===== src/sv/tkpc_pkg.sv =====
// ---------------------------------------------------------------------------
// tkpc_pkg
// shared sizes, entry and control types for the top-k per column block
// ---------------------------------------------------------------------------
`default_nettype none

package tkpc_pkg;

  localparam int MAX_KEEP   = 16;
  localparam int ROW_BITS   = 16;
  localparam int VALUE_BITS = 32;

  localparam int KEEP_BITS = 5;   // width of the keep_count register
  localparam int RANK_BITS = 5;
  localparam int COL_BITS  = 16;
  localparam int CFG_BITS  = VALUE_BITS;

  localparam int IDX_BITS = (MAX_KEEP > 1) ? $clog2(MAX_KEEP) : 1;
  localparam int CNT_BITS = (KEEP_BITS > IDX_BITS + 1) ? KEEP_BITS : IDX_BITS + 1;

  typedef enum logic [1:0] {
    REG_KEEP_COUNT   = 2'd0,
    REG_MIN_VALUE    = 2'd1,
    REG_OFFSET       = 2'd2,
    REG_RANK_BY_MAG  = 2'd3
  } cfg_reg_e;

  typedef struct packed {
    logic signed [VALUE_BITS-1:0] score;
    logic signed [VALUE_BITS-1:0] value;
    logic        [ROW_BITS-1:0]   row;
  } entry_t;

  typedef struct packed {
    logic attempt;  // a scored entry is offered to the chain
    logic pop;      // shift the chain one place toward the head
    logic clear;    // drop every kept entry
  } cell_ctrl_t;

endpackage

`default_nettype wire


===== src/sv/thresholded_top_k_per_column.sv =====
// ---------------------------------------------------------------------------
// thresholded_top_k_per_column
// streaming top-k selection per matrix column with offset and threshold
// ---------------------------------------------------------------------------
// Values enter one per cycle, column by column. A front stage adds the
// offset with saturation, applies the minimum threshold and forms the score
// (signed value or saturated magnitude); the next cycle the entry is placed
// into a chain of MAX_KEEP compare-and-shift cells in a single step. Inside a
// column the block therefore takes one beat per cycle. The beat that ends a
// column holds off input until its ranking is out: it passes the front stage,
// then k output beats are shifted from the head of the chain, one per cycle
// while the output side does not stall. After the last rank the chain is
// cleared and the column counter advances.
// ---------------------------------------------------------------------------
`default_nettype none

module thresholded_top_k_per_column (
  input  logic                                   clk_i,
  input  logic                                   rst_ni,
  // configuration
  input  logic                                   cfg_we_i,
  input  logic [1:0]                             cfg_index_i,
  input  logic [tkpc_pkg::CFG_BITS-1:0]          cfg_data_i,
  // input channel
  input  logic                                   in_valid_i,
  output logic                                   in_stall_o,
  input  logic signed [tkpc_pkg::VALUE_BITS-1:0] sample_i,
  input  logic                                   is_missing_i,
  input  logic [tkpc_pkg::ROW_BITS-1:0]          row_index_i,
  input  logic                                   column_end_i,
  // output channel
  output logic                                   out_valid_o,
  input  logic                                   out_stall_i,
  output logic [tkpc_pkg::COL_BITS-1:0]          column_index_o,
  output logic [tkpc_pkg::RANK_BITS-1:0]         rank_o,
  output logic [tkpc_pkg::ROW_BITS-1:0]          winner_row_o,
  output logic signed [tkpc_pkg::VALUE_BITS-1:0] winner_value_o,
  output logic                                   is_empty_o,
  output logic                                   last_of_column_o
);
  import tkpc_pkg::*;

  localparam logic signed [VALUE_BITS-1:0] VAL_MAX = {1'b0, {(VALUE_BITS-1){1'b1}}};
  localparam logic signed [VALUE_BITS-1:0] VAL_MIN = {1'b1, {(VALUE_BITS-1){1'b0}}};

  typedef enum logic {
    ST_RUN,
    ST_DRAIN
  } state_e;

  // configuration registers
  logic [KEEP_BITS-1:0]         keep_count_q;
  logic signed [VALUE_BITS-1:0] min_value_q;
  logic signed [VALUE_BITS-1:0] offset_q;
  logic                         rank_by_mag_q;

  always_ff @(posedge clk_i or negedge rst_ni) begin
    if (!rst_ni) begin
      keep_count_q  <= KEEP_BITS'(16);
      min_value_q   <= VAL_MIN;
      offset_q      <= '0;
      rank_by_mag_q <= 1'b0;
    end else if (cfg_we_i) begin
      unique case (cfg_reg_e'(cfg_index_i))
        REG_KEEP_COUNT:  keep_count_q  <= cfg_data_i[KEEP_BITS-1:0];
        REG_MIN_VALUE:   min_value_q   <= cfg_data_i[VALUE_BITS-1:0];
        REG_OFFSET:      offset_q      <= cfg_data_i[VALUE_BITS-1:0];
        REG_RANK_BY_MAG: rank_by_mag_q <= cfg_data_i[0];
      endcase
    end
  end

  // effective keep count, clamped to 1..MAX_KEEP
  logic [CNT_BITS-1:0] keep_eff;
  always_comb begin
    priority if (keep_count_q == '0) begin
      keep_eff = CNT_BITS'(1);
    end else if (CNT_BITS'(keep_count_q) > CNT_BITS'(MAX_KEEP)) begin
      keep_eff = CNT_BITS'(MAX_KEEP);
    end else begin
      keep_eff = CNT_BITS'(keep_count_q);
    end
  end

  // front stage: saturating offset, threshold, score
  logic                         in_accept;
  logic signed [VALUE_BITS:0]   sum_wide;
  logic signed [VALUE_BITS-1:0] off_val;
  logic signed [VALUE_BITS-1:0] mag_val;
  logic                         passes;
  entry_t                       front_entry;

  assign in_accept = in_valid_i && !in_stall_o;
  assign sum_wide  = {sample_i[VALUE_BITS-1], sample_i} + {offset_q[VALUE_BITS-1], offset_q};

  always_comb begin
    if (sum_wide[VALUE_BITS] != sum_wide[VALUE_BITS-1]) begin
      off_val = sum_wide[VALUE_BITS] ? VAL_MIN : VAL_MAX;
    end else begin
      off_val = sum_wide[VALUE_BITS-1:0];
    end
    if (!off_val[VALUE_BITS-1]) begin
      mag_val = off_val;
    end else if (off_val == VAL_MIN) begin
      mag_val = VAL_MAX;
    end else begin
      mag_val = -off_val;
    end
    passes            = !is_missing_i && !(off_val < min_value_q);
    front_entry.score = rank_by_mag_q ? mag_val : off_val;
    front_entry.value = off_val;
    front_entry.row   = row_index_i;
  end

  logic   s1_valid_q;
  logic   s1_attempt_q;
  logic   s1_col_end_q;
  entry_t s1_entry_q;

  always_ff @(posedge clk_i or negedge rst_ni) begin
    if (!rst_ni) begin
      s1_valid_q   <= 1'b0;
      s1_attempt_q <= 1'b0;
      s1_col_end_q <= 1'b0;
    end else begin
      s1_valid_q   <= in_accept;
      s1_attempt_q <= in_accept && passes;
      s1_col_end_q <= in_accept && column_end_i;
    end
  end

  always_ff @(posedge clk_i) begin
    if (in_accept) begin
      s1_entry_q <= front_entry;
    end
  end

  // sorted chain
  state_e              state_q;
  logic [CNT_BITS-1:0] rank_q;
  logic [COL_BITS-1:0] col_cnt_q;
  logic                out_valid_q;
  logic                pop;
  logic                last_rank;
  cell_ctrl_t          ctrl;
  entry_t              head_entry;
  logic                head_full;

  assign pop       = (state_q == ST_DRAIN) && (!out_valid_q || !out_stall_i);
  assign last_rank = (CNT_BITS'(rank_q + CNT_BITS'(1)) == keep_eff);

  assign ctrl.attempt = s1_valid_q && s1_attempt_q;
  assign ctrl.pop     = pop;
  assign ctrl.clear   = pop && last_rank;

  tkpc_chain u_chain (
    .clk_i        (clk_i),
    .rst_ni       (rst_ni),
    .ctrl_i       (ctrl),
    .keep_i       (keep_eff),
    .new_entry_i  (s1_entry_q),
    .head_entry_o (head_entry),
    .head_full_o  (head_full)
  );

  // no new beat while a column end is in flight or its ranking drains
  assign in_stall_o = (state_q == ST_DRAIN) || (s1_valid_q && s1_col_end_q);

  always_ff @(posedge clk_i or negedge rst_ni) begin
    if (!rst_ni) begin
      state_q          <= ST_RUN;
      rank_q           <= '0;
      col_cnt_q        <= '0;
      out_valid_q      <= 1'b0;
      column_index_o   <= '0;
      rank_o           <= '0;
      winner_row_o     <= '0;
      winner_value_o   <= '0;
      is_empty_o       <= 1'b0;
      last_of_column_o <= 1'b0;
    end else begin
      out_valid_q <= pop || (out_valid_q && out_stall_i);
      if (pop) begin
        column_index_o   <= col_cnt_q;
        rank_o           <= RANK_BITS'(rank_q + CNT_BITS'(1));
        winner_row_o     <= head_full ? head_entry.row : '0;
        winner_value_o   <= head_full ? head_entry.value : '0;
        is_empty_o       <= !head_full;
        last_of_column_o <= last_rank;
      end
      unique case (state_q)
        ST_RUN: begin
          if (s1_valid_q && s1_col_end_q) begin
            state_q <= ST_DRAIN;
            rank_q  <= '0;
          end
        end
        ST_DRAIN: begin
          if (pop) begin
            rank_q <= CNT_BITS'(rank_q + CNT_BITS'(1));
            if (last_rank) begin
              state_q   <= ST_RUN;
              col_cnt_q <= COL_BITS'(col_cnt_q + COL_BITS'(1));
            end
          end
        end
        default: state_q <= ST_RUN;
      endcase
    end
  end

  assign out_valid_o = out_valid_q;

endmodule

`default_nettype wire


===== src/sv/tkpc_cell.sv =====
// ---------------------------------------------------------------------------
// tkpc_cell
// one slot of the sorted chain: compares the offered entry against its own,
// takes the offer or its left neighbor on insert, its right neighbor on pop
// ---------------------------------------------------------------------------
`default_nettype none

module tkpc_cell (
  input  logic                clk_i,
  input  logic                rst_ni,
  input  tkpc_pkg::cell_ctrl_t ctrl_i,
  input  logic                ins_ok_i,
  input  logic                active_i,
  input  tkpc_pkg::entry_t    new_entry_i,
  input  logic                prev_beats_i,
  input  tkpc_pkg::entry_t    left_entry_i,
  input  logic                left_full_i,
  input  tkpc_pkg::entry_t    right_entry_i,
  input  logic                right_full_i,
  output logic                beats_o,
  output tkpc_pkg::entry_t    entry_o,
  output logic                full_o
);
  import tkpc_pkg::*;

  entry_t entry_q, entry_d;
  logic   full_q, full_d;

  // offered entry ranks ahead of this slot
  assign beats_o = !full_q ||
                   ($signed(new_entry_i.score) > $signed(entry_q.score)) ||
                   (($signed(new_entry_i.score) == $signed(entry_q.score)) &&
                    (new_entry_i.row < entry_q.row));

  always_comb begin
    full_d  = full_q;
    entry_d = entry_q;
    priority if (ctrl_i.clear) begin
      full_d = 1'b0;
    end else if (ctrl_i.pop) begin
      full_d  = right_full_i;
      entry_d = right_entry_i;
    end else if (ctrl_i.attempt) begin
      if (!active_i) begin
        full_d = 1'b0;
      end else if (ins_ok_i && beats_o) begin
        if (prev_beats_i) begin
          full_d  = left_full_i;
          entry_d = left_entry_i;
        end else begin
          full_d  = 1'b1;
          entry_d = new_entry_i;
        end
      end
    end else begin
      full_d  = full_q;
      entry_d = entry_q;
    end
  end

  always_ff @(posedge clk_i or negedge rst_ni) begin
    if (!rst_ni) begin
      full_q <= 1'b0;
    end else begin
      full_q <= full_d;
    end
  end

  always_ff @(posedge clk_i) begin
    entry_q <= entry_d;
  end

  assign entry_o = entry_q;
  assign full_o  = full_q;

endmodule

`default_nettype wire


===== src/sv/tkpc_chain.sv =====
// ---------------------------------------------------------------------------
// tkpc_chain
// row of compare-and-shift cells holding the kept entries in rank order,
// head cell is rank 1
// ---------------------------------------------------------------------------
`default_nettype none

module tkpc_chain (
  input  logic                          clk_i,
  input  logic                          rst_ni,
  input  tkpc_pkg::cell_ctrl_t          ctrl_i,
  input  logic [tkpc_pkg::CNT_BITS-1:0] keep_i,
  input  tkpc_pkg::entry_t              new_entry_i,
  output tkpc_pkg::entry_t              head_entry_o,
  output logic                          head_full_o
);
  import tkpc_pkg::*;

  entry_t              entry_w [MAX_KEEP];
  logic [MAX_KEEP-1:0] full_w;
  logic [MAX_KEEP-1:0] beats_w;
  logic [MAX_KEEP-1:0] active_w;
  logic [IDX_BITS-1:0] last_idx;
  logic                ins_ok;

  // when the kept set is full the offer must strictly beat the lowest score
  assign last_idx = IDX_BITS'(keep_i - CNT_BITS'(1));
  assign ins_ok   = !full_w[last_idx] ||
                    ($signed(new_entry_i.score) > $signed(entry_w[last_idx].score));

  for (genvar i = 0; i < MAX_KEEP; i++) begin : g_cell
    entry_t left_entry, right_entry;
    logic   left_full, right_full, prev_beats;

    assign active_w[i] = (int'(keep_i) > i);

    if (i == 0) begin : g_head
      assign left_entry = '0;
      assign left_full  = 1'b0;
      assign prev_beats = 1'b0;
    end else begin : g_body
      assign left_entry = entry_w[i-1];
      assign left_full  = full_w[i-1];
      assign prev_beats = beats_w[i-1];
    end

    if (i == MAX_KEEP - 1) begin : g_tail
      assign right_entry = '0;
      assign right_full  = 1'b0;
    end else begin : g_mid
      assign right_entry = entry_w[i+1];
      assign right_full  = full_w[i+1];
    end

    tkpc_cell u_cell (
      .clk_i         (clk_i),
      .rst_ni        (rst_ni),
      .ctrl_i        (ctrl_i),
      .ins_ok_i      (ins_ok),
      .active_i      (active_w[i]),
      .new_entry_i   (new_entry_i),
      .prev_beats_i  (prev_beats),
      .left_entry_i  (left_entry),
      .left_full_i   (left_full),
      .right_entry_i (right_entry),
      .right_full_i  (right_full),
      .beats_o       (beats_w[i]),
      .entry_o       (entry_w[i]),
      .full_o        (full_w[i])
    );
  end

  assign head_entry_o = entry_w[0];
  assign head_full_o  = full_w[0];

endmodule

`default_nettype wire


===== config.mk =====
export PLATFORM = sky130hd
export DESIGN_NAME = thresholded_top_k_per_column
export DESIGN_NICKNAME = d
export VERILOG_FILES = /design/src/sv/tkpc_pkg.sv /design/src/sv/thresholded_top_k_per_column.sv /design/src/sv/tkpc_cell.sv /design/src/sv/tkpc_chain.sv
export SDC_FILE = /design/constraint.sdc
export NUM_CORES = 2
export LEC_CHECK = 0
export BUFFER_PORTS_ARGS = -buffer_cell sky130_fd_sc_hd__clkbuf_2
export CAP_MARGIN = 10
export CORE_MARGIN = 1
export CORE_UTILIZATION = 47
export DETAILED_ROUTE_END_ITERATION = 7
export SKIP_LAST_GASP = 1
export SYNTH_ARGS = -nofsm -noshare
export SYNTH_HDL_FRONTEND = slang
export SYNTH_HIERARCHICAL = 1
export SYNTH_SLANG_ARGS = --single-unit
export TNS_END_PERCENT = 5

===== constraint.sdc =====
create_clock -name clk_i -period 29.8 [get_ports clk_i]
set_clock_uncertainty 0.1 [all_clocks]
set_input_delay 2.98 -clock clk_i [delete_from_list [all_inputs] [get_ports clk_i]]
set_output_delay 2.98 -clock clk_i [all_outputs]
set_load 0.05 [all_outputs]

== Word-level counts from Yosys, hierarchy flattened ==
Cells that the tools add are included.

* Bits in read-only memories: 0
* Bits of input ports: 89
* RAM bits: 0
* Latch bits: 0
* Memories kept: 0
* Output and inout port bits: 73
* Bits in registers: 1543

* Add/sub/neg operators: 5
* Multiplexer cells: 194
* Bitwise operators: 3
* Equality and inequality tests: 40
* Shift operators: 0
* Magnitude comparators: 53
* Div/mod/pow operators: 0
* Reductions and logical operators: 173
* Multipliers: 0

{| class="wikitable"
|+ Operators by type and width
! kind !! count
|-
| 80-bit two-way mux || 80
|-
| 32-bit > comparator || 17
|-
| 32-bit equality test || 16
|-
| 80-bit binary-select mux with 4-bit select || 1
|-
| 16-bit less-than comparator || 16
|-
| 32-bit two-way mux || 6
|-
| 1-bit two-way mux || 99
|-
| 2-bit nonzero test || 33
|-
| 4-bit by 3-bit != test with 1-bit output (second input constant) || 16
|-
| 4-bit AND reduction || 16
|-
| 2-bit AND reduction || 21
|-
| 1-bit logical AND || 41
|-
| 5-bit by 4-bit > comparator with 1-bit output (second input constant) || 8
|-
| 1-bit logical OR || 36
|-
| 32-bit by 32-bit adder with 33-bit output || 1
|-
| 32-bit equality test (second input constant) || 1
|-
| 32-bit less-than comparator || 1
|-
| 32-bit negation || 1
|-
| 1-bit logical NOT || 22
|-
| 5-bit by 3-bit > comparator with 1-bit output (second input constant) || 4
|-
| 5-bit two-way mux || 4
|-
| 16-bit by 1-bit adder with 16-bit output (second input constant) || 1
|-
| 16-bit two-way mux || 1
|-
| 5-bit by 1-bit > comparator with 1-bit output (second input constant) || 2
|-
| 21 further kinds || 24
|}

== Longest topological paths before layout ==
* Word-level depth: 16
* Mapped depth: 30

== By module ==
Netlist, hierarchy kept.

{| class="wikitable"
|+ Modules (own cells, without submodules)
! module !! area an instance (µm²) !! cells an instance !! sequential area each (µm²) !! instances
|-
| tkpc_cell at u_chain.g_cell[0].u_cell ... || 5342.6 || 535 || 2427.3 || 13
|-
| thresholded_top_k_per_column || 12904.9 || 1250 || 6583.8 || 1
|-
| tkpc_cell at u_chain.g_cell[8].u_cell ... || 5331.4 || 531 || 2427.3 || 2
|-
| tkpc_cell at u_chain.g_cell[11].u_cell || 5350.1 || 526 || 2427.3 || 1
|-
| tkpc_chain || 4977.3 || 361 || 0.0 || 1
|}

== Worst setup path before layout ==
No wires, ideal clock.

* Path type: register to register
* From: reg keep_count_q[3]
* To: reg u_chain.g_cell[13].u_cell.entry_q, in the netlist u_chain/g_cell[13].u_cell/entry_o[0] (enable)
* Path buffers: 6
* Cell stages (with the launch flop): 25
* Arrival time: 9.276 ns
* Setup slack: 19.878 ns
* Cell sequence: dfrtp_1 -> nor3_1 -> nor2_1 -> nor2_1 -> clkbuf_1 -> buf_4 -> buf_2 -> inv_1 -> ha_1 -> buf_2 -> clkbuf_1 -> clkbuf_1 -> mux4_2 -> mux4_2 -> inv_1 -> ha_1 -> nand2_1 -> o21ai_0 -> or3b_2 -> a31oi_1 -> o311ai_0 -> nand3b_1 -> and3_1 -> nand2_1 -> o22ai_1

* Cells in the longest elaborated chain, start to end: 13

{| class="wikitable"
|+ Ends and longest elaborated chain
! what !! RTL line !! RTL
|-
| from (decl) || thresholded_top_k_per_column.sv:52 || <nowiki>logic [KEEP_BITS-1:0] keep_count_q;</nowiki>
|-
| from (signal assigned) || thresholded_top_k_per_column.sv:65 || <nowiki>REG_KEEP_COUNT: keep_count_q <= cfg_data_i[KEEP_BITS-1:0];</nowiki>
|-
| 5-bit > comparator || thresholded_top_k_per_column.sv:78 || <nowiki>end else if (CNT_BITS'(keep_count_q) > CNT_BITS'(MAX_KEEP)) begin</nowiki>
|-
| 5-bit two-way mux || thresholded_top_k_per_column.sv:78 ||
|-
| 5-bit two-way mux * || thresholded_top_k_per_column.sv:76 || <nowiki>priority if (keep_count_q == '0) begin</nowiki>
|-
| net keep_eff[0] || thresholded_top_k_per_column.sv:74 || <nowiki>logic [CNT_BITS-1:0] keep_eff;</nowiki>
|-
| 4-bit by 1-bit subtractor with 4-bit output * || tkpc_chain.sv:27 || <nowiki>assign last_idx = IDX_BITS'(keep_i - CNT_BITS'(1));</nowiki>
|-
| 4-bit NOT with 5-bit output (not written as such) || tkpc_chain.sv:29 || <nowiki>($signed(new_entry_i.score) > $signed(entry_w[last_idx].score));</nowiki>
|-
| 80-bit binary-select mux with 4-bit select || tkpc_chain.sv:29 ||
|-
| 80-bit two-way mux (not written as such) (2 in series) || tkpc_chain.sv:29 ||
|-
| 32-bit > comparator || tkpc_chain.sv:29 ||
|-
| 1-bit logical OR * || tkpc_chain.sv:28 || <nowiki>assign ins_ok = !full_w[last_idx] ||</nowiki>
|-
| net u_chain.ins_ok || tkpc_chain.sv:24 || <nowiki>logic ins_ok;</nowiki>
|-
| 1-bit logical AND * || tkpc_cell.sv:46 || <nowiki>end else if (ins_ok_i && beats_o) begin</nowiki>
|-
| 2-bit nonzero test (no line) * || -- ||
|-
| 4-bit AND reduction (no line) * || -- ||
|-
| to (signal assigned) || tkpc_cell.sv:70 || <nowiki>entry_q <= entry_d;</nowiki>
|-
| to (decl) || tkpc_cell.sv:26 || <nowiki>entry_t entry_q, entry_d;</nowiki>
|}

The timed path passes the listed nets; every way through them passes the cells marked *. The select of a mux whose other input is x is not followed.
A chain may end at the register's enable or synchronous reset.

== Worst setup path in the final report ==
* From: reg keep_count_q[3]
* To: reg u_chain.g_cell[6].u_cell.entry_q, in the netlist u_chain/g_cell[6].u_cell/entry_o[38] (enable)

* Cells in the longest elaborated chain, start to end: 13

{| class="wikitable"
|+ Ends and longest elaborated chain
! what !! RTL line
|-
| 5-bit > comparator || thresholded_top_k_per_column.sv:78
|-
| 5-bit two-way mux || thresholded_top_k_per_column.sv:78
|-
| 5-bit two-way mux * || thresholded_top_k_per_column.sv:76
|-
| net keep_eff[0] || thresholded_top_k_per_column.sv:74
|-
| 4-bit by 1-bit subtractor with 4-bit output * || tkpc_chain.sv:27
|-
| 4-bit NOT with 5-bit output (not written as such) || tkpc_chain.sv:29
|-
| 80-bit binary-select mux with 4-bit select || tkpc_chain.sv:29
|-
| 80-bit two-way mux (not written as such) (2 in series) || tkpc_chain.sv:29
|-
| 32-bit > comparator || tkpc_chain.sv:29
|-
| 1-bit logical OR * || tkpc_chain.sv:28
|-
| net u_chain.ins_ok || tkpc_chain.sv:24
|-
| 1-bit logical AND * || tkpc_cell.sv:46
|-
| 2-bit nonzero test (no line) * || --
|-
| 4-bit AND reduction (no line) * || --
|-
| to (signal assigned) || tkpc_cell.sv:70
|-
| to (decl) || tkpc_cell.sv:26
|}

Marked as above.

==> flow_summary.yaml <==
outcome:
  status: "completed"
timing:
  report.final.setup_viol: 0
  drv_slew: 0
  finalSetupTns_ps: 0
  hold_viol: 0
  rsz0062_at_grt: "false"
  fmax_mhz: 109
  fin_crit_sh_pct: 30.8
  maxSlewHeadroom_pct: 11.9
  layout_min_cycle_time_ps: 9190
  tightestPinTransition_ps: 1310
layout:
  fin_util_pct: 52.3
  drive_above_1_share_pct: 9.25
  layout.nets: 11200
  layoutNonFillerInstCount: 13300
  fill_cells: 19600
  register_area_um2: 45400
  multiInputGateArea_um2: 53200
  syn_to_final_growth_pct: 10.1
clock_network:
  post_cts_resized: 0
  root_buffer: "clkbuf_16"
  htree_levels: 4
  cts_sinks: 1543
  numCtsBuffers: 181
  cts_tree: "yes"
  path_clk_slew_ps: 60
  insertion_delay_ps: 880
  clk_path_buf_depth: 3
  cts_setup_buffers: 0
  hold_buffers: 0
floorplan:
  core_area_um2: 218000
  dieArea_um2: 222000
  start_util_pct: 47.4
  die_x_um: 471
  io_pins: 162
  dieHeight_um: 471
  rows: 171
grt:
  grt_pass1_vias: 79100
  globalRouteOverflowTotal: 0
  grt_use_total_pct: 31.5
  grt_start_max_net_pins: 280
  antenna_found_initial: 9
  grt_pass1_wl_mm: 524
worst_setup_path:
  cp_max_fo: 36
  crit_type: "reg -> reg"
  cp_data_arrival_time_ps: 9570
  worstSetupStartpointType: "register"
  critPathRequiredTime_ps: 30170
  reg2reg_slack_ps: 20610
  end_kind: "register"
min_path:
  hold_class: "reg -> reg"
pwr:
  p_sw_share_pct: 46.3
  p_sw_uw: 7010
  cell_internal_pwr_uw: 8140
  pwr-share-comb_pct: 50.0
  leakage_uw: 0.0530
  p_clk_share_pct: 15.1
  p_seq_share_pct: 34.9
  powerDensity_nw_per_um2: 133
  vdd_drop_max_mv: 0.109
routing:
  first_pass_iters: 8
  final_antenna_net_count: 0
  avgRoutedWirePerCell_um: 26.8
  num_vias: 81800
  drt-total-wl_mm: 356
  first_iter_violations: 9642
  viasPerCell: 6.15
  drc: 0
placed_design:
  gp_congestion: 0.970
  dp_hpwl_mm: 244
  port_buffers: 161
  placedCellCount: 13000
synth:
  synth_area_um2: 103000
  syn_area_per_cell_um2: 10.2
  synthCells: 10200
  yosys_warnings: 6
run:
  cap_violations: 0
-- sequential cells by signal (all words and copies together), names as in the netlist, 16 cells and up --
| signal | cells |
|---|---|
| s1_entry_q | 80 |
| winner_value_o | 32 |
| min_value_q | 32 |
| u_chain/g_cell.u_cell/full_o | 16 |
| col_cnt_q | 16 |
| winner_row_o | 16 |
| column_index_o | 16 |
| u_chain/g_cell.u_cell/entry_o | 1280 |
| offset_q | 32 |
-- metal layers --
layer,GRT usage (%),share of wire [%],vias to the layer above
li1,-,-,37000
met1,43.4,42,40400
met2,47.5,43,3645
met3,5.63,8.7,689
met4,16.1,5.8,4
met5,0,0.0073,-
-- power by group through the flow --
stage               clock network [µW]  registers, µW  logic [µW]
floorplan                            0           5080        4900
finish                            2290           5290        7570
global route                      2410           5400        8280
CTS                               2330           5270        7420
detailed placement                   0           5290        7390
global placement                     0           5280        7130
-- layout by cell type (no fill, tap or decap), types with 19 or more instances in the layout --
master	n
a21o_1	63
clkbuf_16	181
clkinv_2	34
mux4_2	165
nor3_1	50
conb_1	163
a21oi_1	358
nand4_1	126
mux2i_1	1301
clkbuf_2	160
clkinv_1	33
clkbuf_1	49
inv_1	921
nor4_1	23
nand2_1	1691
buf_4	145
mux2_2	72
xnor2_1	43
nor2b_1	60
dfrtp_1	180
nor2_1	146
and4_1	35
a31oi_1	34
a211oi_1	38
o211ai_1	38
a21boi_0	30
a41oi_1	32
o31ai_1	33
ha_1	854
o21ai_0	1430
nand3_1	196
edfxtp_1	1360
xor2_1	19
-- final cells by class --
cell class              count  area share, %
repair buffers            310           1.74
inverters                 948           3.19
well taps                2854           3.14
clock buffers             243           4.30
clock inverters            92          0.963
flip-flops and latches   1543           39.9
diodes                      3        0.00660
multi-input cells        7306           46.8
-- metrics by stage --
stage          total power (µW)  hold WS (ps)  area, µm²  worst slack, ps
5_1_grt                   16100           390     114000            20220
2_1_floorplan              9970           345     104000            19880
3_5_place_dp              12700           361     108000            20000
3_3_place_gp              12400           353     108000            20030
6_report                  15200           374     114000            20610
4_1_cts                   15000           374     114000            20620
-- worst paths after layout --
check                                                   from                                             end  cells after the start
worst max-delay path             keep_count_q[3]$_DFFE_PN0P_  u_chain/g_cell[6].u_cell/entry_o[38]$_DFFE_PP_                     23
worst min-delay path            winner_row_o[15]$_DFFE_PN0P_                    winner_row_o[15]$_DFFE_PN0P_                      2
worst max register to register   keep_count_q[3]$_DFFE_PN0P_  u_chain/g_cell[6].u_cell/entry_o[38]$_DFFE_PP_                     23
worst min register to register  winner_row_o[15]$_DFFE_PN0P_                    winner_row_o[15]$_DFFE_PN0P_                      2
max in group asynchronous                             rst_ni                  winner_value_o[25]$_DFFE_PN0P_                      3
min in group asynchronous                             rst_ni                  column_index_o[12]$_DFFE_PN0P_                      1
-- worst max-delay path, stage by stage, from the launching register on --
cell	delay, ps
dfrtp_1	400
nor3_1	200
nor2_1	90
nor2_4	90
buf_4	660
buf_4	520
buf_4	520
buf_4	570
mux4_2	560
mux4_2	470
inv_1	70
ha_1	230
a21o_1	160
a21o_1	170
a21oi_1	270
o21ai_0	190
nor4b_1	260
nand3b_1	140
buf_4	410
and3_1	270
nand2_1	110
o22ai_4	750
buf_4	770
buf_4	680
(Power assumes the default switching activity.)
